--- config.mk ---
export PLATFORM = sky130hd
export DESIGN_NAME = chse_back
export DESIGN_NICKNAME = d
export VERILOG_FILES = /design/src/hdl/assert_macros.svh /design/src/hdl/chse_pkg.sv /design/src/hdl/chse_div.sv /design/src/hdl/chse_back.sv
export SDC_FILE = /design/constraint.sdc
export NUM_CORES = 2
export LEC_CHECK = 0
export BUFFER_PORTS_ARGS = -buffer_cell sky130_fd_sc_hd__buf_2
export CAP_MARGIN = 20
export CORE_MARGIN = 2
export CORE_UTILIZATION = 58
export DETAILED_ROUTE_END_ITERATION = 8
export PLACE_DENSITY = 0.79
export SETUP_SLACK_MARGIN = 0.5
export SLEW_MARGIN = 20
export SYNTH_ARGS = -nofsm -noshare
export SYNTH_HDL_FRONTEND = slang
export SYNTH_SLANG_ARGS = --single-unit
--- constraint.sdc ---
create_clock -name clk -period 39.3 [get_ports clk]
set_clock_uncertainty 0.2 [all_clocks]
set_input_delay 3.93 -clock clk [delete_from_list [all_inputs] [get_ports clk]]
set_output_delay 3.93 -clock clk [all_outputs]
set_load 0.02 [all_outputs]
--- src/hdl/assert_macros.svh ---
`ifndef ASSERT_MACROS_SVH
`define ASSERT_MACROS_SVH

// Checked on every rising edge of clk, also while reset is held.
`define CHK_ALWAYS(lbl, prop, msg) \
  lbl: assert property (@(posedge clk) prop) else $error(msg);

// Checked on every rising edge of clk outside reset.
`define CHK_RUN(lbl, prop, msg) \
  lbl: assert property (@(posedge clk) disable iff (!rst_n) prop) else $error(msg);

`endif

--- src/hdl/chse_pkg.sv ---
package chse_pkg;

  localparam logic [3:0] PIU_RESET = 4'd7;
  localparam logic signed [23:0] VAL_MAX = 24'sh7FFFFF;
  localparam logic signed [23:0] VAL_MIN = 24'sh800000;
  localparam logic CMD_WRITE = 1'b0;
  localparam logic CMD_EVAL = 1'b1;

  typedef struct packed {
    logic is_eval;
    logic slot_ok;
    logic [2:0] idx;
    logic signed [15:0] pos;
    logic signed [23:0] val;
    logic signed [23:0] slp;
    logic signed [15:0] smp;
  } item_t;

  typedef struct packed {
    logic valid;
    item_t item;
  } queue_head_t;

endpackage

--- src/hdl/chse_div.sv ---
module chse_div import chse_pkg::*; (
  input  logic        clk,
  input  logic        rst_n,
  input  logic        start,
  input  logic [31:0] num,
  input  logic [15:0] den,
  output logic        done,
  output logic [31:0] quo
);

  logic busy_r, done_r;
  logic [4:0] cnt_r;
  logic [31:0] sh_r;
  logic [15:0] rem_r, den_r;
  logic [16:0] trial;
  logic fits;

  assign trial = {rem_r, sh_r[31]};
  assign fits = (trial >= {1'b0, den_r});

  always_ff @(posedge clk) begin
    if (!rst_n) begin
      busy_r <= 1'b0;
      done_r <= 1'b0;
      cnt_r <= 5'd0;
    end else begin
      done_r <= 1'b0;
      if (start) begin
        busy_r <= 1'b1;
        cnt_r <= 5'd0;
      end else if (busy_r) begin
        cnt_r <= cnt_r + 5'd1;
        if (cnt_r == 5'd31) begin
          busy_r <= 1'b0;
          done_r <= 1'b1;
        end
      end
    end
  end

  always_ff @(posedge clk) begin
    if (start) begin
      sh_r <= num;
      den_r <= den;
      rem_r <= 16'd0;
    end else if (busy_r) begin
      sh_r <= {sh_r[30:0], fits};
      rem_r <= fits ? 16'(trial - {1'b0, den_r}) : trial[15:0];
    end
  end

  assign done = done_r;
  assign quo = sh_r;

endmodule

--- src/hdl/chse_back.sv ---
module chse_back import chse_pkg::*; #(
  parameter int MAX_POINTS = 8
) (
  input  logic        clk,
  input  logic        rst_n,
  input  queue_head_t head,
  output logic        pop,
  input  logic [3:0]  points_in_use,
  output logic        out_tvalid,
  input  logic        out_tready,
  output logic [23:0] out_tdata,
  output logic        out_tuser
);

  localparam int AW = $clog2(MAX_POINTS);
  localparam int NW = $clog2(MAX_POINTS + 1);

  typedef enum logic [17:0] {
    S_IDLE  = 18'h00001,
    S_FIRST = 18'h00002,
    S_LAST  = 18'h00004,
    S_SCAN  = 18'h00008,
    S_DIVS  = 18'h00010,
    S_DIVW  = 18'h00020,
    S_T2    = 18'h00040,
    S_T3    = 18'h00080,
    S_S0    = 18'h00100,
    S_S1    = 18'h00200,
    S_HB    = 18'h00400,
    S_A0    = 18'h00800,
    S_A1    = 18'h01000,
    S_A2    = 18'h02000,
    S_A3    = 18'h04000,
    S_FIN   = 18'h08000,
    S_RES   = 18'h10000,
    S_OUT   = 18'h20000
  } state_t;

  state_t state_r, state_nxt;

  logic [63:0] mem [MAX_POINTS];
  logic [63:0] mem_q_r;
  logic [AW-1:0] rd_addr, nlast, j_r;
  logic [NW-1:0] n;

  logic signed [15:0] smp_r, pos0_r, pos1_r, q_pos;
  logic signed [23:0] val0_r, val1_r, slp0_r, slp1_r, q_val, q_slp;
  logic signed [16:0] dx, diff;
  logic [16:0] t_r;
  logic [33:0] t2_r;
  logic [48:0] t3_r;
  logic signed [25:0] sd0_r, sd1_r, sd_new;
  logic signed [31:0] h00_r, h10_r, h01_r, h11_r;
  logic signed [34:0] ma;
  logic signed [25:0] mb;
  logic signed [60:0] prod_r, acc_r, rs15, ysum;
  logic signed [30:0] yv;
  logic signed [53:0] t3w, t2s, tsh, h00w, h10w, h01w, h11w;
  logic signed [23:0] res_r, out_data_r;
  logic sat_r, out_sat_r, out_valid_r;
  logic div_start, div_done;
  logic [31:0] div_quo;
  logic found, load_out;

  always_comb begin
    if (points_in_use < 4'd2) begin
      n = NW'(2);
    end else if (int'(points_in_use) > MAX_POINTS) begin
      n = NW'(MAX_POINTS);
    end else begin
      n = NW'(points_in_use);
    end
  end
  assign nlast = AW'(n - NW'(1));

  assign q_pos = mem_q_r[63:48];
  assign q_val = mem_q_r[47:24];
  assign q_slp = mem_q_r[23:0];

  assign pop = (state_r == S_IDLE) && head.valid;

  always_comb begin
    case (state_r)
      S_FIRST: rd_addr = nlast;
      S_LAST:  rd_addr = AW'(1);
      S_SCAN:  rd_addr = AW'(j_r + AW'(1));
      default: rd_addr = '0;
    endcase
  end

  always_ff @(posedge clk) begin
    if (pop && head.item.is_eval == CMD_WRITE && head.item.slot_ok) begin
      mem[AW'(head.item.idx)] <= {head.item.pos, head.item.val, head.item.slp};
    end
    mem_q_r <= mem[rd_addr];
  end

  assign dx = 17'(pos1_r) - 17'(pos0_r);
  assign diff = 17'(smp_r) - 17'(pos0_r);
  assign div_start = (state_r == S_DIVS);
  assign found = (q_pos >= smp_r);

  chse_div u_div (
    .clk   (clk),
    .rst_n (rst_n),
    .start (div_start),
    .num   ({diff[15:0], 16'd0}),
    .den   (dx[15:0]),
    .done  (div_done),
    .quo   (div_quo)
  );

  always_comb begin
    case (state_r)
      S_T2: begin
        ma = $signed({18'd0, t_r});
        mb = $signed({9'd0, t_r});
      end
      S_T3: begin
        ma = $signed({1'b0, prod_r[33:0]});
        mb = $signed({9'd0, t_r});
      end
      S_S0: begin
        ma = 35'(slp0_r);
        mb = 26'(dx);
      end
      S_S1: begin
        ma = 35'(slp1_r);
        mb = 26'(dx);
      end
      S_A0: begin
        ma = 35'(h00_r);
        mb = 26'(val0_r);
      end
      S_A1: begin
        ma = 35'(h10_r);
        mb = sd0_r;
      end
      S_A2: begin
        ma = 35'(h01_r);
        mb = 26'(val1_r);
      end
      S_A3: begin
        ma = 35'(h11_r);
        mb = sd1_r;
      end
      default: begin
        ma = '0;
        mb = '0;
      end
    endcase
  end

  assign rs15 = prod_r + 61'sd16384;
  assign sd_new = rs15[40:15];

  assign t3w = $signed({5'd0, t3_r});
  assign t2s = $signed({4'd0, t2_r, 16'd0});
  assign tsh = $signed({5'd0, t_r, 32'd0});
  assign h00w = (t3w <<< 1) - (t2s + (t2s <<< 1)) + 54'sh1000000000000 + 54'sd131072;
  assign h10w = t3w - (t2s <<< 1) + tsh + 54'sd131072;
  assign h01w = (t2s + (t2s <<< 1)) - (t3w <<< 1) + 54'sd131072;
  assign h11w = t3w - t2s + 54'sd131072;

  assign ysum = acc_r + 61'sd536870912;
  assign yv = $signed(ysum[60:30]);

  assign load_out = (state_r == S_OUT) && (!out_valid_r || out_tready);

  always_comb begin
    state_nxt = state_r;
    case (state_r)
      S_IDLE: begin
        if (pop && head.item.is_eval == CMD_EVAL) begin
          state_nxt = S_FIRST;
        end
      end
      S_FIRST: state_nxt = (smp_r <= q_pos) ? S_OUT : S_LAST;
      S_LAST:  state_nxt = (smp_r >= q_pos) ? S_OUT : S_SCAN;
      S_SCAN:  state_nxt = found ? S_DIVS : S_SCAN;
      S_DIVS:  state_nxt = S_DIVW;
      S_DIVW:  state_nxt = div_done ? S_T2 : S_DIVW;
      S_T2:    state_nxt = S_T3;
      S_T3:    state_nxt = S_S0;
      S_S0:    state_nxt = S_S1;
      S_S1:    state_nxt = S_HB;
      S_HB:    state_nxt = S_A0;
      S_A0:    state_nxt = S_A1;
      S_A1:    state_nxt = S_A2;
      S_A2:    state_nxt = S_A3;
      S_A3:    state_nxt = S_FIN;
      S_FIN:   state_nxt = S_RES;
      S_RES:   state_nxt = S_OUT;
      S_OUT:   state_nxt = load_out ? S_IDLE : S_OUT;
      default: state_nxt = S_IDLE;
    endcase
  end

  always_ff @(posedge clk) begin
    if (!rst_n) begin
      state_r <= S_IDLE;
      out_valid_r <= 1'b0;
    end else begin
      state_r <= state_nxt;
      if (load_out) begin
        out_valid_r <= 1'b1;
      end else if (out_tready) begin
        out_valid_r <= 1'b0;
      end
    end
  end

  always_ff @(posedge clk) begin
    prod_r <= ma * mb;
    if (load_out) begin
      out_data_r <= res_r;
      out_sat_r <= sat_r;
    end
    case (state_r)
      S_IDLE: smp_r <= head.item.smp;
      S_FIRST: begin
        pos0_r <= q_pos;
        val0_r <= q_val;
        slp0_r <= q_slp;
        res_r <= q_val;
        sat_r <= 1'b0;
      end
      S_LAST: begin
        res_r <= q_val;
        sat_r <= 1'b0;
        j_r <= AW'(1);
      end
      S_SCAN: begin
        if (found) begin
          pos1_r <= q_pos;
          val1_r <= q_val;
          slp1_r <= q_slp;
        end else begin
          pos0_r <= q_pos;
          val0_r <= q_val;
          slp0_r <= q_slp;
          j_r <= AW'(j_r + AW'(1));
        end
      end
      S_DIVW: begin
        if (div_quo > 32'd65536) begin
          t_r <= 17'd65536;
        end else begin
          t_r <= div_quo[16:0];
        end
      end
      S_T3: t2_r <= prod_r[33:0];
      S_S0: t3_r <= prod_r[48:0];
      S_S1: sd0_r <= sd_new;
      S_HB: begin
        sd1_r <= sd_new;
        h00_r <= h00w[49:18];
        h10_r <= h10w[49:18];
        h01_r <= h01w[49:18];
        h11_r <= h11w[49:18];
      end
      S_A1: acc_r <= prod_r;
      S_A2: acc_r <= acc_r + prod_r;
      S_A3: acc_r <= acc_r + prod_r;
      S_FIN: acc_r <= acc_r + prod_r;
      S_RES: begin
        if (yv > 31'(VAL_MAX)) begin
          res_r <= VAL_MAX;
          sat_r <= 1'b1;
        end else if (yv < 31'(VAL_MIN)) begin
          res_r <= VAL_MIN;
          sat_r <= 1'b1;
        end else begin
          res_r <= yv[23:0];
          sat_r <= 1'b0;
        end
      end
      default: ;
    endcase
  end

  assign out_tvalid = out_valid_r;
  assign out_tdata = out_data_r;
  assign out_tuser = out_sat_r;

endmodule

# After elaboration in Yosys (flattened, before gate mapping)
# Memories as Yosys holds them, arrays and structs flattened. A register that Yosys moved wholly into a read port is not among the register bits.
# Cells that the tools add are included.
# totals
regBits	689
ram_bits	512
out_inout_bits	27
n_memories	1
# classes
n_addsub	20
n_mul	1
n_lt_le_gt_ge	9
n_eq_ne	21
n_mux	38
n_bitwise	3
reduce_logical	22
# memory_table
memory	depth	word_bits	read_ports	rd_clocked_by_memory_dff	wr	line	text
mem	8	64	1	1	1	chse_back.sv:41	logic [63:0] mem [MAX_POINTS];
# ops
operator	n
$pmux 18 s18	1
$pmux 35 s8	1
$add 50x19->50 const B	4
$pmux 26 s6	1
$pmux 24 s2	3
$pmux 61 s2	1
$add 50x50->50	2
$sub 49x50->50	2
$sub 50x50->50	2
$mux 24	4
$mux 18	4
$mux 32	2
$add 61x31->61 const B	1
$add 61x61->61	1
$mul 35x26->61	1
$add 50x50->50 const B	1
$add 41x16->41 const B	1
$ge 16x16->1	2
$gt 32x17->1 const B	1
$mux 16	2
$pmux 16 s2	1
$sub 16x16->16	2
$gt 31x24->1 const B	1
$lt 31x24->1 const B	1
other kinds (44)	72

# Depth between registers and ports, before layout
# logic_depth
depth_word	6
mapped_depth	43
mapped_depth_nobuf	41

# By module
# From an unflattened synthesis, not the netlist that was laid out.
# hier_totals
hier_cells	9247
hier_area_um2	95399.0
# by_module_without_submodules
mod	n_inst	cells_per_inst	area_per_inst_um2
chse_back	1	8949	91763.0
chse_div	1	298	3636.0

# Worst setup path after synthesis
# No wires, ideal clock.
# synth_path
path_type	register to register
from	reg state_r[2]
to	reg state_r[0]
arrival_time_ps	14039
t_required_ps	38979
path_slack_ps	24940
stages_incl_launch_ff	9
path_buffers	0
synth_period_minus_slack_ps	14360
path_cell_list	dfxtp_1 > nor4_1 > nand2_1 > nor3_1 > nand2_1 > nor3b_1 > nor3_1 > a41o_4 > or2_1
# synth_via
elab_chain_len	4
elab_cells_between_ends	24
classes_between	19 x eq/ne; 2 x mux; 3 x reduce/logical
# synth_rtl
element	line	text
start, declared	chse_back.sv:39	state_t state_r, state_nxt;
start signal, assigned	chse_back.sv:204	state_r <= state_nxt;
$eq 18x18->1 or $eq 18x1->1 (tied branches)	chse_back.sv:168, chse_back.sv:172, chse_back.sv:80	
$logic_and 1x1->1 (on tied branches)	chse_back.sv:168, chse_back.sv:80	
$mux 18 or $logic_and 1x1->1 (tied branches)	chse_back.sv:194, chse_back.sv:174	
$pmux 18 s18 or $ne 2x1->1 (tied branches)	n/a	
# Several ways; a longest one is shown, not always the timed one.
# A chain may end at the register's enable or synchronous reset.

# Worst setup path in the final report
# layout_path
from	reg state_r[2]
to	reg prod_r[59]
# layout_via
elab_chain_len	4
elab_cells_between_ends	13
classes_between	1 x mul; 8 x eq/ne; 2 x mux; 2 x reduce/logical
# layout_rtl
element	line	text
$eq 18x10->1 (tied with other cells)	chse_back.sv:114	case (state_r)
$reduce_or 2->1 (no line)	n/a	
$pmux 26 s6	chse_back.sv:114	
$mul 35x26->61 (*)	chse_back.sv:214	prod_r <= ma * mb;
end signal, assigned	chse_back.sv:214	
end, declared	chse_back.sv:56	logic signed [60:0] prod_r, acc_r, rs15, ysum;
# Mark *: on every way between the ends. The rest lies on a longest branch, timed or not.

==> results.py <==
metrics = {
    "run_status": {
        "outcome": "complete, but fails checks",
        "failed_checks": "design-rule violations",
    },
    "grt": {
        "antenna_found_initial": 26,
        "grt_pass1_vias": 71850,
        "grt_max_degree": 257,
        "overflow": 0,
        "grt_pass1_wl_mm": 424.7,
        "track_usage_pct": 33.61,
    },
    "yosys": {
        "ys_seq_area_share_pct": 38.04,
        "yosys_warnings": 0,
        "syn_area_mm2": 0.09503,
        "synth_seq_cells": 1265,
        "synth_fp_nets": 10860,
        "async_flop_share_pct": 0,
        "synth_cell_types": 117,
        "synth-edff-count": 1082,
        "syn_avg_cell_area_um2": 10.31,
        "ys.flop_type": "edfxtp_1",
        "synth_cells": 9218,
    },
    "sta": {
        "min_period_ns": 12.07,
        "finalHoldViolCount": 0,
        "worstMarginPinSlew_ns": 1.323,
        "rsz0062_at_grt": "false",
        "finalSetupViolations": 0,
        "setup_tns_ns": 0,
        "fmax_mhz": 82.82,
        "relSlewSlack_pct": 11.83,
        "min_period_over_period_pct": 30.72,
        "fin_ws_ns": 27.23,
        "drv_slew": 0,
    },
    "floorplan": {
        "die_w_um": 408.8,
        "core-area_mm2": 0.1628,
        "ios": 120,
        "rows": 148,
        "die_area_mm2": 0.1671,
        "initial_utilization_pct": 58.39,
        "fp.dieH_um": 408.8,
    },
    "final_layout": {
        "areaGrowthSynthToFinish_pct": 7.806,
        "fin_util_pct": 62.94,
        "drive_gt1_share_pct": 6.156,
        "num-fill-cells": 12440,
        "nets": 10880,
    },
    "route": {
        "vias": 70260,
        "drtPass1Iterations": 9,
        "viasPerCell": 6.093,
        "wl_per_cell_um": 24.22,
        "drt_wl_total_mm": 279.3,
        "drtIter0Drc": 8836,
        "drtAntennaViolNets": 0,
        "drc": 2,
    },
    "worst_setup_path": {
        "path_common_cell": "fa_1",
        "cp-start-kind": "flop",
        "r2r_slack_ns": 27.23,
        "r2r_cells": 37,
        "path_max_fanout": 39,
        "cp_slowest_cell": "o31ai_1",
        "r2r-start": "state_r[2]",
        "slowest_delay_ns": 0.95,
        "worst_ep_required_time_ns": 39.79,
        "path_class": "flop to flop",
        "r2r-end": "prod_r[59]",
        "endpoint_kind": "flop",
        "arrival_ns": 12.56,
    },
    "cts": {
        "clock_latency_ns": 0.80,
        "cts.htree.levels": 4,
        "cts_tree": "built",
        "cts_root_buf": "clkbuf_16",
        "ctsHoldBuffers": 0,
        "cts_setup_buffers": 0,
        "cts_buffers": 130,
        "cts_buffer_depth": 3,
        "clkSinkCount": 1265,
        "cts_resized": 0,
        "path_clk_slew_ns": 0.07,
    },
    "placed_design": {
        "pre_cts_ws_ns": 27.59,
        "gp_congestion": 0.9940,
        "hpwl_mm": 200.8,
        "portBuffers": 119,
    },
    "min_path": {
        "min_to": "out_tdata[4]",
        "hold_class": "flop to flop",
        "hold_path_startpoint": "res_r[4]",
        "hold_depth": 0,
    },
    "pwr": {
        "p_per_area_mw_per_mm2": 28.05,
        "p_leak_nw": 44.53,
        "peakVddDrop_v": 0.00005841,
    },
    "job": {
        "cap_violations": 0,
    },
}
## worst max-delay path, delay by kind of cell (launching register included)
kind	cells	cell delay, ns
adder cells (fa/ha/maj)	8	3.66
buffers and inverters	8	1.82
AO/OA/AOI/OAI	12	3.18
AND/OR/NAND/NOR	8	2.55
XOR/XNOR	1	0.15
flip-flops	1	0.37
## cell families after synthesis
family          after synthesis  synth area share [%]
compound gates             1433                 9.899
xor+xnor                    365                 3.364
fa+ha+maj                  1550                 27.90
buf+inv                    1729                 7.324
flops                      1265                 38.04
mux                          39                0.4226
simple gates               2837                 13.05
## registers in the layout, summed over array words and instances, names as in the netlist, 26 cells and up
signal,flops
t3_r,49
sd0_r,26
mem_q_r,64
acc_r,61
sd1_r,26
h11_r,32
h00_r,32
mem,512
t2_r,34
h10_r,32
u_div.quo,32
prod_r,61
h01_r,32
## synth_stat cells (all sizes together) (62+ instances only)
cell type	n	area share (%)
and3	71	0.47
o211ai	83	0.68
clkbuf	161	0.64
nand2	1092	4.3
a21oi	357	1.9
xor2	115	1.1
ha	602	7.9
nand4	79	0.53
nor2	999	3.9
fa	948	20
a21o	164	1.3
a22oi	62	0.49
inv	1365	5.4
dfxtp	183	3.9
edfxtp	1082	34
o21ai	383	2.0
xnor2	250	2.3
buf	203	1.3
nand3	260	1.4
## report_power, final
group | switching [mW] | leakage (nW) | internal [mW] | total [mW]
Combinational | 0.0476 | 30.5 | 0.0282 | 0.0759
Clock | 0.558 | 2.22 | 0.770 | 1.33
Sequential | 0.0106 | 11.8 | 1.46 | 1.47
Total | 0.616 | 44.5 | 2.26 | 2.87
## final cells by class
cell class                      count  area, um^2  share of cell area [%]
Multi-Input combinational cell   6224       52190                   50.94
Sequential cell                  1265       36160                   35.29
Clock inverter                     82        1106                   1.080
Tap cell                         2175        2721                   2.656
Inverter                         1365        5124                   5.001
Clock buffer                      154        3480                   3.396
Timing Repair Buffer              251        1644                   1.605
Antenna cell                       14       35.03                 0.03419
## through the flow
| stage | hold slack [ns] | instances | cell area (um^2) | power, mW |
|---|---|---|---|---|
| 2_1_floorplan | 0.2003 | 9218 | 95030 | 1.541 |
| 5_1_grt | 0.2139 | 11520 | 102400 | 2.939 |
| 6_report | 0.2058 | 11530 | 102500 | 2.873 |
| 3_3_place_gp | 0.2040 | 11280 | 97790 | 1.568 |
| 4_1_cts | 0.2088 | 11520 | 102400 | 2.881 |
| 3_5_place_dp | 0.2063 | 11280 | 97820 | 1.572 |
## layer usage
| layer | routed length (um) | global-route usage, % | up-vias |
|---|---|---|---|
| li1 | - | - | 30710 |
| met1 | 103000 | 43.53 | 34530 |
| met2 | 125700 | 52.20 | 4102 |
| met3 | 33400 | 8.401 | 909 |
| met4 | 17070 | 18.07 | 14 |
| met5 | 89 | 0 | - |
## worst max-delay path by stage
stage	startpoint	end	slack [ns]
floorplan	state_r[2]	state_r[0]	24.94
global placement	state_r[0]	prod_r[59]	27.89
detailed placement	state_r[2]	prod_r[59]	27.59
CTS	state_r[2]	prod_r[59]	27.48
global route	state_r[2]	prod_r[59]	26.89
finish	state_r[2]	prod_r[59]	27.23
## cells in the final DEF, fill, tap and decap left out, drive strengths merged, types with 45 or more instances in the layout
cell type / count
inv: 1380
nand2: 1092
edfxtp: 1082
nor2: 999
fa: 948
ha: 602
o21ai: 383
a21oi: 357
nand3: 260
buf: 251
xnor2: 250
dfxtp: 183
a21o: 164
clkbuf: 154
xor2: 115
o211ai: 83
nand4: 79
and3: 71
a22oi: 62
o21bai: 61
nand2b: 61
and2: 59
a222oi: 56
nor3: 45
Power figures use the tool's default switching activity.
